File: src/sv/spm_pkg.sv
package spm_pkg;

  localparam int unsigned DEF_SAMPLE_BITS = 24;
  localparam int unsigned DEF_COUNT_BITS  = 16;

  // Decay factor is unsigned Q0.16.
  localparam int unsigned     DECAY_W     = 16;
  localparam logic [DECAY_W-1:0] DECAY_RESET = 16'd62259;

  // Item kinds carried on the input tuser.
  localparam logic MODE_SAMPLE = 1'b0;
  localparam logic MODE_REPORT = 1'b1;

  typedef enum logic [3:0] {
    ST_IDLE,
    ST_SQ_L,
    ST_SQ_R,
    ST_ACC_R,
    ST_HOLD_L,
    ST_HOLD_R,
    ST_HOLD_W,
    ST_RMS_L_GO,
    ST_RMS_L_WAIT,
    ST_RMS_R_GO,
    ST_RMS_R_WAIT,
    ST_OUT
  } spm_state_e;

  typedef enum logic [1:0] {
    DS_IDLE,
    DS_DIV,
    DS_SQRT,
    DS_DONE
  } spm_ds_state_e;

  // Handshake between the sequencer and the divide / square root unit.
  typedef struct packed {
    logic start;
  } spm_ds_req_t;

  typedef struct packed {
    logic done;
  } spm_ds_rsp_t;

endpackage

File: src/sv/spm_mul.sv
module spm_mul #(
  parameter int unsigned A_W = 23,
  parameter int unsigned B_W = 23
) (
  input  logic               clk_i,
  input  logic [A_W-1:0]     a_i,
  input  logic [B_W-1:0]     b_i,
  output logic [A_W+B_W-1:0] p_o
);

  logic [A_W+B_W-1:0] p_q;
  logic [A_W+B_W-1:0] p_d;

  assign p_d = (A_W+B_W)'(a_i) * (A_W+B_W)'(b_i);

  always_ff @(posedge clk_i) begin
    p_q <= p_d;
  end

  assign p_o = p_q;

endmodule

File: src/sv/spm_divsqrt.sv
module spm_divsqrt #(
  parameter int unsigned SUM_W      = 62,
  parameter int unsigned COUNT_BITS = 16
) (
  input  logic                     clk_i,
  input  logic                     rst_ni,
  input  spm_pkg::spm_ds_req_t     req_i,
  input  logic [SUM_W-1:0]         dividend_i,
  input  logic [COUNT_BITS-1:0]    divisor_i,
  output spm_pkg::spm_ds_rsp_t     rsp_o,
  output logic [(SUM_W+1)/2-1:0]   root_o
);

  localparam int unsigned SQRT_W = (SUM_W + 1) / 2;
  localparam int unsigned XW     = 2 * SQRT_W;
  localparam int unsigned SUB_W  = (COUNT_BITS + 1 > SQRT_W + 2) ? COUNT_BITS + 1 : SQRT_W + 2;
  localparam int unsigned STEP_W = $clog2(XW);

  spm_pkg::spm_ds_state_e state_q, state_d;

  logic [XW-1:0]         x_q, x_d;
  logic [SUB_W-1:0]      rem_q, rem_d;
  logic [SQRT_W-1:0]     root_q, root_d;
  logic [COUNT_BITS-1:0] div_q, div_d;
  logic [STEP_W-1:0]     step_q, step_d;

  logic             in_div;
  logic [SUB_W-1:0] sub_a;
  logic [SUB_W-1:0] sub_b;
  logic [SUB_W:0]   sub_res;
  logic             borrow;

  // Next state.
  always_comb begin
    state_d = state_q;
    unique case (state_q)
      spm_pkg::DS_IDLE: begin
        if (req_i.start) begin
          state_d = spm_pkg::DS_DIV;
        end
      end
      spm_pkg::DS_DIV: begin
        if (step_q == '0) begin
          state_d = spm_pkg::DS_SQRT;
        end
      end
      spm_pkg::DS_SQRT: begin
        if (step_q == '0) begin
          state_d = spm_pkg::DS_DONE;
        end
      end
      spm_pkg::DS_DONE: begin
        state_d = spm_pkg::DS_IDLE;
      end
      default: begin
        state_d = spm_pkg::DS_IDLE;
      end
    endcase
  end

  // Outputs and operand selection for the shared subtractor.
  always_comb begin
    rsp_o.done = 1'b0;
    in_div     = 1'b0;
    unique case (state_q)
      spm_pkg::DS_DIV: begin
        in_div = 1'b1;
      end
      spm_pkg::DS_DONE: begin
        rsp_o.done = 1'b1;
      end
      default: begin
        in_div = 1'b0;
      end
    endcase
  end

  // Restoring division brings in one dividend bit a step; the square root
  // brings in two bits a step and tries the digit one.
  always_comb begin
    if (in_div) begin
      sub_a = {rem_q[SUB_W-2:0], x_q[XW-1]};
      sub_b = SUB_W'(div_q);
    end else begin
      sub_a = {rem_q[SUB_W-3:0], x_q[XW-1:XW-2]};
      sub_b = SUB_W'({root_q, 2'b01});
    end
  end

  assign sub_res = {1'b0, sub_a} - {1'b0, sub_b};
  assign borrow  = sub_res[SUB_W];

  always_comb begin
    x_d    = x_q;
    rem_d  = rem_q;
    root_d = root_q;
    div_d  = div_q;
    step_d = step_q;
    case (state_q)
      spm_pkg::DS_IDLE: begin
        if (req_i.start) begin
          x_d    = XW'(dividend_i);
          rem_d  = '0;
          root_d = '0;
          div_d  = divisor_i;
          step_d = STEP_W'(XW - 1);
        end
      end
      spm_pkg::DS_DIV: begin
        rem_d  = borrow ? sub_a : sub_res[SUB_W-1:0];
        x_d    = {x_q[XW-2:0], ~borrow};
        step_d = step_q - 1'b1;
        if (step_q == '0) begin
          rem_d  = '0;
          step_d = STEP_W'(SQRT_W - 1);
        end
      end
      spm_pkg::DS_SQRT: begin
        rem_d  = borrow ? sub_a : sub_res[SUB_W-1:0];
        x_d    = {x_q[XW-3:0], 2'b00};
        root_d = {root_q[SQRT_W-2:0], ~borrow};
        step_d = step_q - 1'b1;
      end
      default: begin
        step_d = step_q;
      end
    endcase
  end

  always_ff @(posedge clk_i or negedge rst_ni) begin
    if (!rst_ni) begin
      state_q <= spm_pkg::DS_IDLE;
      step_q  <= '0;
    end else begin
      state_q <= state_d;
      step_q  <= step_d;
    end
  end

  always_ff @(posedge clk_i) begin
    x_q    <= x_d;
    rem_q  <= rem_d;
    root_q <= root_d;
    div_q  <= div_d;
  end

  assign root_o = root_q;

endmodule

File: src/sv/stereo_peak_rms_level_meter_core.sv
// Stereo peak / rms level meter with a decaying peak hold, one item at a time.
// A sample beat is taken while the block is idle; it is ready again after states SQ_L,
// SQ_R and ACC_R, in which one shared multiplier squares left, then right, into the sums.
// A report beat runs the bit-serial divide and square root unit once per channel
// before its result is loaded.
// Asynchronous active-low reset clears all meter state and the output valid, and loads the decay reset value.
module stereo_peak_rms_level_meter_core #(
  parameter int unsigned SAMPLE_BITS = spm_pkg::DEF_SAMPLE_BITS,
  parameter int unsigned COUNT_BITS  = spm_pkg::DEF_COUNT_BITS
) (
  input  logic                                          clk_i,
  input  logic                                          rst_ni,
  // Configuration: hold decay factor, unsigned Q0.16.
  input  logic                                          cfg_we_i,
  input  logic [spm_pkg::DECAY_W-1:0]                   cfg_wdata_i,
  // Input stream.
  input  logic                                          s_axis_tvalid,
  output logic                                          s_axis_tready,
  // tdata, lowest bit up: left_sample, right_sample, zero fill.
  input  logic [((2*SAMPLE_BITS+7)/8)*8-1:0]            s_axis_tdata,
  // tuser: mode (0 = sample pair, 1 = report).
  input  logic                                          s_axis_tuser,
  // Result stream.
  output logic                                          m_axis_tvalid,
  input  logic                                          m_axis_tready,
  // tdata, lowest bit up: peak_left, rms_left, hold_left, peak_right,
  // rms_right, hold_right, zero fill.
  output logic [((6*(SAMPLE_BITS-1)+7)/8)*8-1:0]        m_axis_tdata
);

  localparam int unsigned MAG_W      = SAMPLE_BITS - 1;
  localparam int unsigned SUM_FULL   = 2 * MAG_W + COUNT_BITS;
  localparam int unsigned SUM_W      = (SUM_FULL > 64) ? 64 : SUM_FULL;
  localparam int unsigned MUL_B_W    = (MAG_W > spm_pkg::DECAY_W) ? MAG_W : spm_pkg::DECAY_W;
  localparam int unsigned PROD_W     = MAG_W + MUL_B_W;
  localparam int unsigned SQRT_W     = (SUM_W + 1) / 2;
  localparam int unsigned OUT_DATA_W = ((6 * MAG_W + 7) / 8) * 8;

  localparam logic [MAG_W-1:0] MAG_MAX = {MAG_W{1'b1}};

  spm_pkg::spm_state_e state_q, state_d;

  logic [spm_pkg::DECAY_W-1:0] hold_decay_q;

  // Meter state.
  logic [MAG_W-1:0]      peak_l_q, peak_l_d, peak_r_q, peak_r_d;
  logic [SUM_W-1:0]      sumsq_l_q, sumsq_l_d, sumsq_r_q, sumsq_r_d;
  logic [COUNT_BITS-1:0] count_q, count_d;
  logic [MAG_W-1:0]      hold_l_q, hold_l_d, hold_r_q, hold_r_d;

  // Working registers.
  logic [MAG_W-1:0] mag_l_q, mag_l_d, mag_r_q, mag_r_d;
  logic [MAG_W-1:0] rms_l_q, rms_l_d, rms_r_q, rms_r_d;

  // Output register.
  logic             out_valid_q;
  logic [MAG_W-1:0] o_peak_l_q, o_rms_l_q, o_hold_l_q;
  logic [MAG_W-1:0] o_peak_r_q, o_rms_r_q, o_hold_r_q;

  // Sequencer controls.
  logic               in_accept;
  logic               report_load;
  logic               acc_l_en, acc_r_en;
  logic               hold_l_en, hold_r_en;
  logic               rms_l_en, rms_r_en;
  logic               rms_sel_r;
  logic [MAG_W-1:0]   mul_a;
  logic [MUL_B_W-1:0] mul_b;
  logic [PROD_W-1:0]  prod;

  spm_pkg::spm_ds_req_t ds_req;
  spm_pkg::spm_ds_rsp_t ds_rsp;
  logic [SQRT_W-1:0]    ds_root;

  // Sample magnitudes; the most negative code saturates to the largest magnitude.
  logic [SAMPLE_BITS-1:0] left_raw, right_raw;
  logic [SAMPLE_BITS-1:0] abs_l, abs_r;
  logic [MAG_W-1:0]       mag_l, mag_r;

  assign left_raw  = s_axis_tdata[SAMPLE_BITS-1:0];
  assign right_raw = s_axis_tdata[2*SAMPLE_BITS-1:SAMPLE_BITS];

  always_comb begin
    abs_l = left_raw[SAMPLE_BITS-1]  ? (~left_raw + 1'b1)  : left_raw;
    abs_r = right_raw[SAMPLE_BITS-1] ? (~right_raw + 1'b1) : right_raw;
    mag_l = abs_l[SAMPLE_BITS-1] ? MAG_MAX : abs_l[MAG_W-1:0];
    mag_r = abs_r[SAMPLE_BITS-1] ? MAG_MAX : abs_r[MAG_W-1:0];
  end

  assign in_accept = s_axis_tvalid && s_axis_tready;

  // Next state.
  always_comb begin
    state_d = state_q;
    unique case (state_q)
      spm_pkg::ST_IDLE: begin
        if (in_accept) begin
          state_d = (s_axis_tuser == spm_pkg::MODE_REPORT) ? spm_pkg::ST_HOLD_L
                                                           : spm_pkg::ST_SQ_L;
        end
      end
      spm_pkg::ST_SQ_L:     state_d = spm_pkg::ST_SQ_R;
      spm_pkg::ST_SQ_R:     state_d = spm_pkg::ST_ACC_R;
      spm_pkg::ST_ACC_R:    state_d = spm_pkg::ST_IDLE;
      spm_pkg::ST_HOLD_L:   state_d = spm_pkg::ST_HOLD_R;
      spm_pkg::ST_HOLD_R:   state_d = spm_pkg::ST_HOLD_W;
      spm_pkg::ST_HOLD_W:   state_d = spm_pkg::ST_RMS_L_GO;
      spm_pkg::ST_RMS_L_GO: state_d = spm_pkg::ST_RMS_L_WAIT;
      spm_pkg::ST_RMS_L_WAIT: begin
        if (ds_rsp.done) begin
          state_d = spm_pkg::ST_RMS_R_GO;
        end
      end
      spm_pkg::ST_RMS_R_GO: state_d = spm_pkg::ST_RMS_R_WAIT;
      spm_pkg::ST_RMS_R_WAIT: begin
        if (ds_rsp.done) begin
          state_d = spm_pkg::ST_OUT;
        end
      end
      spm_pkg::ST_OUT: begin
        if (report_load) begin
          state_d = spm_pkg::ST_IDLE;
        end
      end
      default: state_d = spm_pkg::ST_IDLE;
    endcase
  end

  // Sequencer outputs. The multiplier squares a magnitude or scales a hold; its
  // product is registered, so the cycle after a multiply consumes it.
  always_comb begin
    s_axis_tready = 1'b0;
    report_load   = 1'b0;
    acc_l_en      = 1'b0;
    acc_r_en      = 1'b0;
    hold_l_en     = 1'b0;
    hold_r_en     = 1'b0;
    rms_l_en      = 1'b0;
    rms_r_en      = 1'b0;
    rms_sel_r     = 1'b0;
    ds_req.start  = 1'b0;
    mul_a         = '0;
    mul_b         = '0;
    unique case (state_q)
      spm_pkg::ST_IDLE: begin
        s_axis_tready = 1'b1;
      end
      spm_pkg::ST_SQ_L: begin
        mul_a = mag_l_q;
        mul_b = MUL_B_W'(mag_l_q);
      end
      spm_pkg::ST_SQ_R: begin
        mul_a    = mag_r_q;
        mul_b    = MUL_B_W'(mag_r_q);
        acc_l_en = 1'b1;
      end
      spm_pkg::ST_ACC_R: begin
        acc_r_en = 1'b1;
      end
      spm_pkg::ST_HOLD_L: begin
        mul_a = hold_l_q;
        mul_b = MUL_B_W'(hold_decay_q);
      end
      spm_pkg::ST_HOLD_R: begin
        mul_a     = hold_r_q;
        mul_b     = MUL_B_W'(hold_decay_q);
        hold_l_en = 1'b1;
      end
      spm_pkg::ST_HOLD_W: begin
        hold_r_en = 1'b1;
      end
      spm_pkg::ST_RMS_L_GO: begin
        ds_req.start = 1'b1;
      end
      spm_pkg::ST_RMS_L_WAIT: begin
        rms_l_en = ds_rsp.done;
      end
      spm_pkg::ST_RMS_R_GO: begin
        ds_req.start = 1'b1;
        rms_sel_r    = 1'b1;
      end
      spm_pkg::ST_RMS_R_WAIT: begin
        rms_sel_r = 1'b1;
        rms_r_en  = ds_rsp.done;
      end
      spm_pkg::ST_OUT: begin
        // The result register is free once the previous result has been taken.
        report_load = !out_valid_q || m_axis_tready;
      end
      default: begin
        s_axis_tready = 1'b0;
      end
    endcase
  end

  spm_mul #(
    .A_W (MAG_W),
    .B_W (MUL_B_W)
  ) u_mul (
    .clk_i (clk_i),
    .a_i   (mul_a),
    .b_i   (mul_b),
    .p_o   (prod)
  );

  spm_divsqrt #(
    .SUM_W      (SUM_W),
    .COUNT_BITS (COUNT_BITS)
  ) u_divsqrt (
    .clk_i      (clk_i),
    .rst_ni     (rst_ni),
    .req_i      (ds_req),
    .dividend_i (rms_sel_r ? sumsq_r_q : sumsq_l_q),
    .divisor_i  (count_q),
    .rsp_o      (ds_rsp),
    .root_o     (ds_root)
  );

  // Shared datapath: one saturating adder for both sums, one max for both holds.
  logic [SUM_W-1:0]  acc_in;
  logic [SUM_W:0]    acc_sum;
  logic [SUM_W-1:0]  acc_sat;
  logic [MAG_W-1:0]  decayed;
  logic [MAG_W-1:0]  hold_peak;
  logic [MAG_W-1:0]  hold_new;
  logic [MAG_W-1:0]  rms_val;

  always_comb begin
    acc_in    = acc_r_en ? sumsq_r_q : sumsq_l_q;
    acc_sum   = {1'b0, acc_in} + {1'b0, SUM_W'(prod[2*MAG_W-1:0])};
    acc_sat   = acc_sum[SUM_W] ? {SUM_W{1'b1}} : acc_sum[SUM_W-1:0];
    decayed   = prod[spm_pkg::DECAY_W +: MAG_W];
    hold_peak = hold_r_en ? peak_r_q : peak_l_q;
    hold_new  = (hold_peak > decayed) ? hold_peak : decayed;
    // An empty window reads as silence; an oversized root only follows saturation.
    if (count_q == '0) begin
      rms_val = '0;
    end else if (ds_root > SQRT_W'(MAG_MAX)) begin
      rms_val = MAG_MAX;
    end else begin
      rms_val = ds_root[MAG_W-1:0];
    end
  end

  always_comb begin
    peak_l_d  = peak_l_q;
    peak_r_d  = peak_r_q;
    sumsq_l_d = sumsq_l_q;
    sumsq_r_d = sumsq_r_q;
    count_d   = count_q;
    hold_l_d  = hold_l_q;
    hold_r_d  = hold_r_q;
    mag_l_d   = mag_l_q;
    mag_r_d   = mag_r_q;
    rms_l_d   = rms_l_q;
    rms_r_d   = rms_r_q;

    if (in_accept && (s_axis_tuser == spm_pkg::MODE_SAMPLE)) begin
      mag_l_d = mag_l;
      mag_r_d = mag_r;
      if (mag_l > peak_l_q) begin
        peak_l_d = mag_l;
      end
      if (mag_r > peak_r_q) begin
        peak_r_d = mag_r;
      end
      if (count_q != {COUNT_BITS{1'b1}}) begin
        count_d = count_q + 1'b1;
      end
    end
    if (acc_l_en) begin
      sumsq_l_d = acc_sat;
    end
    if (acc_r_en) begin
      sumsq_r_d = acc_sat;
    end
    if (hold_l_en) begin
      hold_l_d = hold_new;
    end
    if (hold_r_en) begin
      hold_r_d = hold_new;
    end
    if (rms_l_en) begin
      rms_l_d = rms_val;
    end
    if (rms_r_en) begin
      rms_r_d = rms_val;
    end
    // The report window closes when its result moves into the output register.
    if (report_load) begin
      peak_l_d  = '0;
      peak_r_d  = '0;
      sumsq_l_d = '0;
      sumsq_r_d = '0;
      count_d   = '0;
    end
  end

  always_ff @(posedge clk_i or negedge rst_ni) begin
    if (!rst_ni) begin
      state_q      <= spm_pkg::ST_IDLE;
      hold_decay_q <= spm_pkg::DECAY_RESET;
      peak_l_q     <= '0;
      peak_r_q     <= '0;
      sumsq_l_q    <= '0;
      sumsq_r_q    <= '0;
      count_q      <= '0;
      hold_l_q     <= '0;
      hold_r_q     <= '0;
      out_valid_q  <= 1'b0;
    end else begin
      state_q   <= state_d;
      peak_l_q  <= peak_l_d;
      peak_r_q  <= peak_r_d;
      sumsq_l_q <= sumsq_l_d;
      sumsq_r_q <= sumsq_r_d;
      count_q   <= count_d;
      hold_l_q  <= hold_l_d;
      hold_r_q  <= hold_r_d;
      if (cfg_we_i) begin
        hold_decay_q <= cfg_wdata_i;
      end
      if (report_load) begin
        out_valid_q <= 1'b1;
      end else if (m_axis_tready) begin
        out_valid_q <= 1'b0;
      end
    end
  end

  always_ff @(posedge clk_i) begin
    mag_l_q <= mag_l_d;
    mag_r_q <= mag_r_d;
    rms_l_q <= rms_l_d;
    rms_r_q <= rms_r_d;
    if (report_load) begin
      o_peak_l_q <= peak_l_q;
      o_rms_l_q  <= rms_l_q;
      o_hold_l_q <= hold_l_q;
      o_peak_r_q <= peak_r_q;
      o_rms_r_q  <= rms_r_q;
      o_hold_r_q <= hold_r_q;
    end
  end

  assign m_axis_tvalid = out_valid_q;
  assign m_axis_tdata  = OUT_DATA_W'({o_hold_r_q, o_rms_r_q, o_peak_r_q,
                                      o_hold_l_q, o_rms_l_q, o_peak_l_q});

  // The divide / square root unit only finishes while the sequencer waits for it.
  a_ds_done_in_wait: assert property (@(posedge clk_i) disable iff (!rst_ni)
    ds_rsp.done |-> (state_q == spm_pkg::ST_RMS_L_WAIT || state_q == spm_pkg::ST_RMS_R_WAIT))
    else $error("divide/sqrt done outside a wait state");

  // Once the holds are updated, each hold is at least the window peak.
  a_hold_covers_peak: assert property (@(posedge clk_i) disable iff (!rst_ni)
    (state_q == spm_pkg::ST_RMS_L_GO) |-> (hold_l_q >= peak_l_q && hold_r_q >= peak_r_q))
    else $error("peak hold below peak after update");

  // The left sum never decreases on accumulation.
  a_sum_monotonic: assert property (@(posedge clk_i) disable iff (!rst_ni)
    acc_l_en |=> (sumsq_l_q >= $past(sumsq_l_q)))
    else $error("left sum of squares decreased");

  // Loading a result closes the window.
  a_window_cleared: assert property (@(posedge clk_i) disable iff (!rst_ni)
    report_load |=> (count_q == '0 && sumsq_l_q == '0 && sumsq_r_q == '0 && m_axis_tvalid))
    else $error("window not cleared on report");

endmodule
File: config.mk
export PLATFORM = sky130hd
export DESIGN_NAME = stereo_peak_rms_level_meter_core
export DESIGN_NICKNAME = d
export VERILOG_FILES = /design/src/sv/spm_pkg.sv /design/src/sv/spm_mul.sv /design/src/sv/spm_divsqrt.sv /design/src/sv/stereo_peak_rms_level_meter_core.sv
export SDC_FILE = /design/constraint.sdc
export NUM_CORES = 2
export LEC_CHECK = 0
export BUFFER_PORTS_ARGS = -buffer_cell sky130_fd_sc_hd__buf_2
export CAP_MARGIN = 20
export CELL_PAD_IN_SITES_DETAIL_PLACEMENT = 0
export CELL_PAD_IN_SITES_GLOBAL_PLACEMENT = 1
export CORE_ASPECT_RATIO = 0.6
export CORE_MARGIN = 2
export CORE_UTILIZATION = 44
export DETAILED_ROUTE_END_ITERATION = 16
export GPL_ROUTABILITY_DRIVEN = 0
export GPL_TIMING_DRIVEN = 0
export PLACE_DENSITY_LB_ADDON = 0.1
export SETUP_SLACK_MARGIN = 0.3
export SKIP_CTS_REPAIR_TIMING = 1
export SYNTH_ARGS = -nofsm -noshare
export SYNTH_HDL_FRONTEND = slang
export SYNTH_HIERARCHICAL = 1
export SYNTH_SLANG_ARGS = --single-unit
export TNS_END_PERCENT = 20
File: constraint.sdc
create_clock -name clk_i -period 10.7 [get_ports clk_i]
set_input_delay 0.535 -clock clk_i [delete_from_list [all_inputs] [get_ports clk_i]]
set_output_delay 0.535 -clock clk_i [all_outputs]
set_load 0.02 [all_outputs]
==> metrics.txt <==
post-synth top area share 20.68%; worst skew pair latency about 0.70 ns; register area approximately 19000 um^2; P&R area growth vs syn 11.90%; Min Hold Slack approximately 0.075 ns; antenna-violating nets left 0; CP Capture Type flip-flop; Residual DRC 0; Tcrit/Tclk final between 90% and 100%; sequential area share after synthesis between 30% and 40%; Die H 275.1 um; reg2reg end u_mul/p_o[36]; initial core utilization 44.34%; CP Data Arrival Time roughly 11 ns; TritonCTS buffer count 72; shortest period the worst path allows slightly above 10 ns; largest net degree at the start of global routing roughly 110; Async SR Flop Fraction 38.50%; Hold Path Cell Cnt 2; clock sink count 678; status complete, no violations; max incr delay on CP roughly 0.76 ns; GRT Total Usage between 30% and 40%; Slew Limit Fails 0; clk buf depth 3; final HPWL from detailed placement 170.5 mm; critical path fanouts, max 10; total gr overflow 0; hold_sp cfg_wdata_i[5]; # H-tree levels 3; Hold Vio Cnt, Final 0; first-pass GRT wire length between 300 and 400 mm; f_max about 98 MHz; count leader, synth nand2_1; Starting DRT DRC Count 5442; Routed Wire Length about 210 mm; Placeable Area 121500 um^2; R2R setup slack between 0.4 and 0.5 ns; top-level I/O count about 220; Post-synth EDFFs between 300 and 400; relative slew slack 18.23%; 1st-pass router iterations 6; Avg Vias per Cell approximately 5.8; most used cell, CP fa_1; Mapped Area around 54000 um^2; post-synth top area cell edfxtp_1; via count between 40000 and 50000; Cells after Synth about 5600; worst reg2reg path startpoint state_q[0]; Crit-path slowest cell clkbuf_1; number of port buffers just over 200; Worst Reg-to-Reg Cells 28; fillers 11427; Post-synth top flop edfxtp_1; Crit Path Class reg2reg; Clock transition at path regs 0.06 ns; # nets final approximately 6700; Critical Path RT ~11 ns; Min-Delay Path Class in2reg; Avg WL per Cell between 20 and 30 um; final setup fails 0; Max Cap Viol 0; CTS tree built; Root Buffer Master clkbuf_16; most frequent cells after synthesis 713 x nand2_1, 624 x inv_1, 440 x fa_1; Die ar. around 130000 um^2; row cnt 99; yosys warns 6; vias in the first global route 41938; syn_area_per_cell roughly 9.7 um^2; synth top area cells edfxtp_1 21%, fa_1 16%, dfrtp_1 12%, ha_1 7.7%, nand2_1 5.0%; initial antenna violation count 34; startpoint types flip-flop; area taken by multi-input logic gates 31780 um^2; #FFs+latches synth about 680; synth unique cells 102; RSZ-0062 raised after global routing false; Die X 455.8 um; layout cells sized above 1 about 11%; worst slew pin tran 1.227 ns; Hold Path End hold_decay_q[5]; Setup Skew between 0.05 and 0.06 ns
==> cells by family (layout without fill, tap and decap cells) <==
group / count (synthesis) / after routing / share of synthesized area, %
buffers and inverters: 937 / 1310 / 6.748
xor gates and xnor gates: 167 / 167 / 2.715
AOI/OAI and AO/OA: 1138 / 1138 / 13.67
DFF: 678 / 678 / 34.53
other: 1 / 28 / 0.006960
muxes: 195 / 195 / 3.887
adders and majority gates: 770 / 770 / 24.01
and+or+nand+nor: 1665 / 1665 / 14.43
==> cell type report <==
class / count / area share [%]
diodes: 22 / 0.09131
inverters: 624 / 3.889
flip-flops and latches: 678 / 30.86
well taps: 1616 / 3.354
repair buffers: 240 / 2.559
plain buffers: 312 / 2.239
clock buffers: 93 / 3.281
multi-input cells: 3941 / 52.72
clock inverters: 41 / 1.007
==> cell usage in the layout, fill, tap and decap left out, types with 25 or more instances in the layout <==
cell type and instances:
mux2_2 114, a21oi_1 349, ha_1 330, inv_1 622
a211oi_1 85, nor2_1 347, a21o_1 90, nand2b_1 38
and2_1 284, xor2_1 93, clkbuf_16 76, a22oi_1 80
dfrtp_1 251, fa_1 440, a31oi_1 25, nand2_1 707
a31o_2 34, mux2i_1 81, nand3_1 63, clkbuf_2 43
edfxtp_1 371, xnor2_1 74, nor3_1 34, o21ai_0 207
nand4_1 50, clkbuf_1 227, o21a_1 52, buf_2 222
dfxtp_1 46, or3_1 25
==> routing by layer <==
metal / routed length (um) / track usage [%] / vias up
met4: 3243 / 5.623 / 18
met5: 198 / 0 / -
met3: 32610 / 17.74 / 187
met2: 72250 / 38.86 / 2353
li1: - / - / 19463
met1: 101400 / 52.39 / 22102
==> critical path, delay by kind of cell (launching register included) <==
kind                       cells  cell delay (ns)
AOI/OAI and AO/OA              5             1.46
adders and majority gates      8             4.00
buffers and inverters          8             2.22
DFF                            1             0.42
and+or+nand+nor                7             2.01
==> per-stage QoR <==
stage | instances | TNS, ns | area [um^2] | util (%) | setup WS (ns)
floorplan | 5556 | 0 | 53900 | - | 2.471
global route | 7547 | 0 | 60240 | 49.57 | 0.3000
global placement | 7379 | -18.99 | 56960 | 46.87 | -1.178
finish | 7567 | 0 | 60290 | 49.61 | 0.4681
CTS | 7526 | -21.32 | 59850 | 49.26 | -1.249
detailed placement | 7392 | -20.24 | 57270 | 47.13 | -1.225
==> how the worst max path moves through the flow <==
stage / start / endpoint / slack, ns / depth (start not counted)
floorplan: state_q[0] / u_mul/p_o[40] / 2.47 / 30
global placement: state_q[0] / u_mul/p_o[45] / -1.18 / 29
detailed placement: state_q[0] / u_mul/p_o[45] / -1.22 / 29
CTS: state_q[0] / u_mul/p_o[45] / -1.25 / 29
global route: state_q[0] / u_mul/p_o[45] / 0.30 / 30
finish: state_q[0] / u_mul/p_o[36] / 0.47 / 28
==> state kept, by name, indices dropped and copies added, names as in the netlist, 31 cells and up <==
name              count
u_divsqrt/x_q        62
sumsq_r_q            62
u_mul/p_o            46
sumsq_l_q            62
u_divsqrt/rem_q      32
u_divsqrt/root_o     31
Power is not shown: default switching activity piles up to over one toggle a cycle in this logic, so the estimate is an artifact.
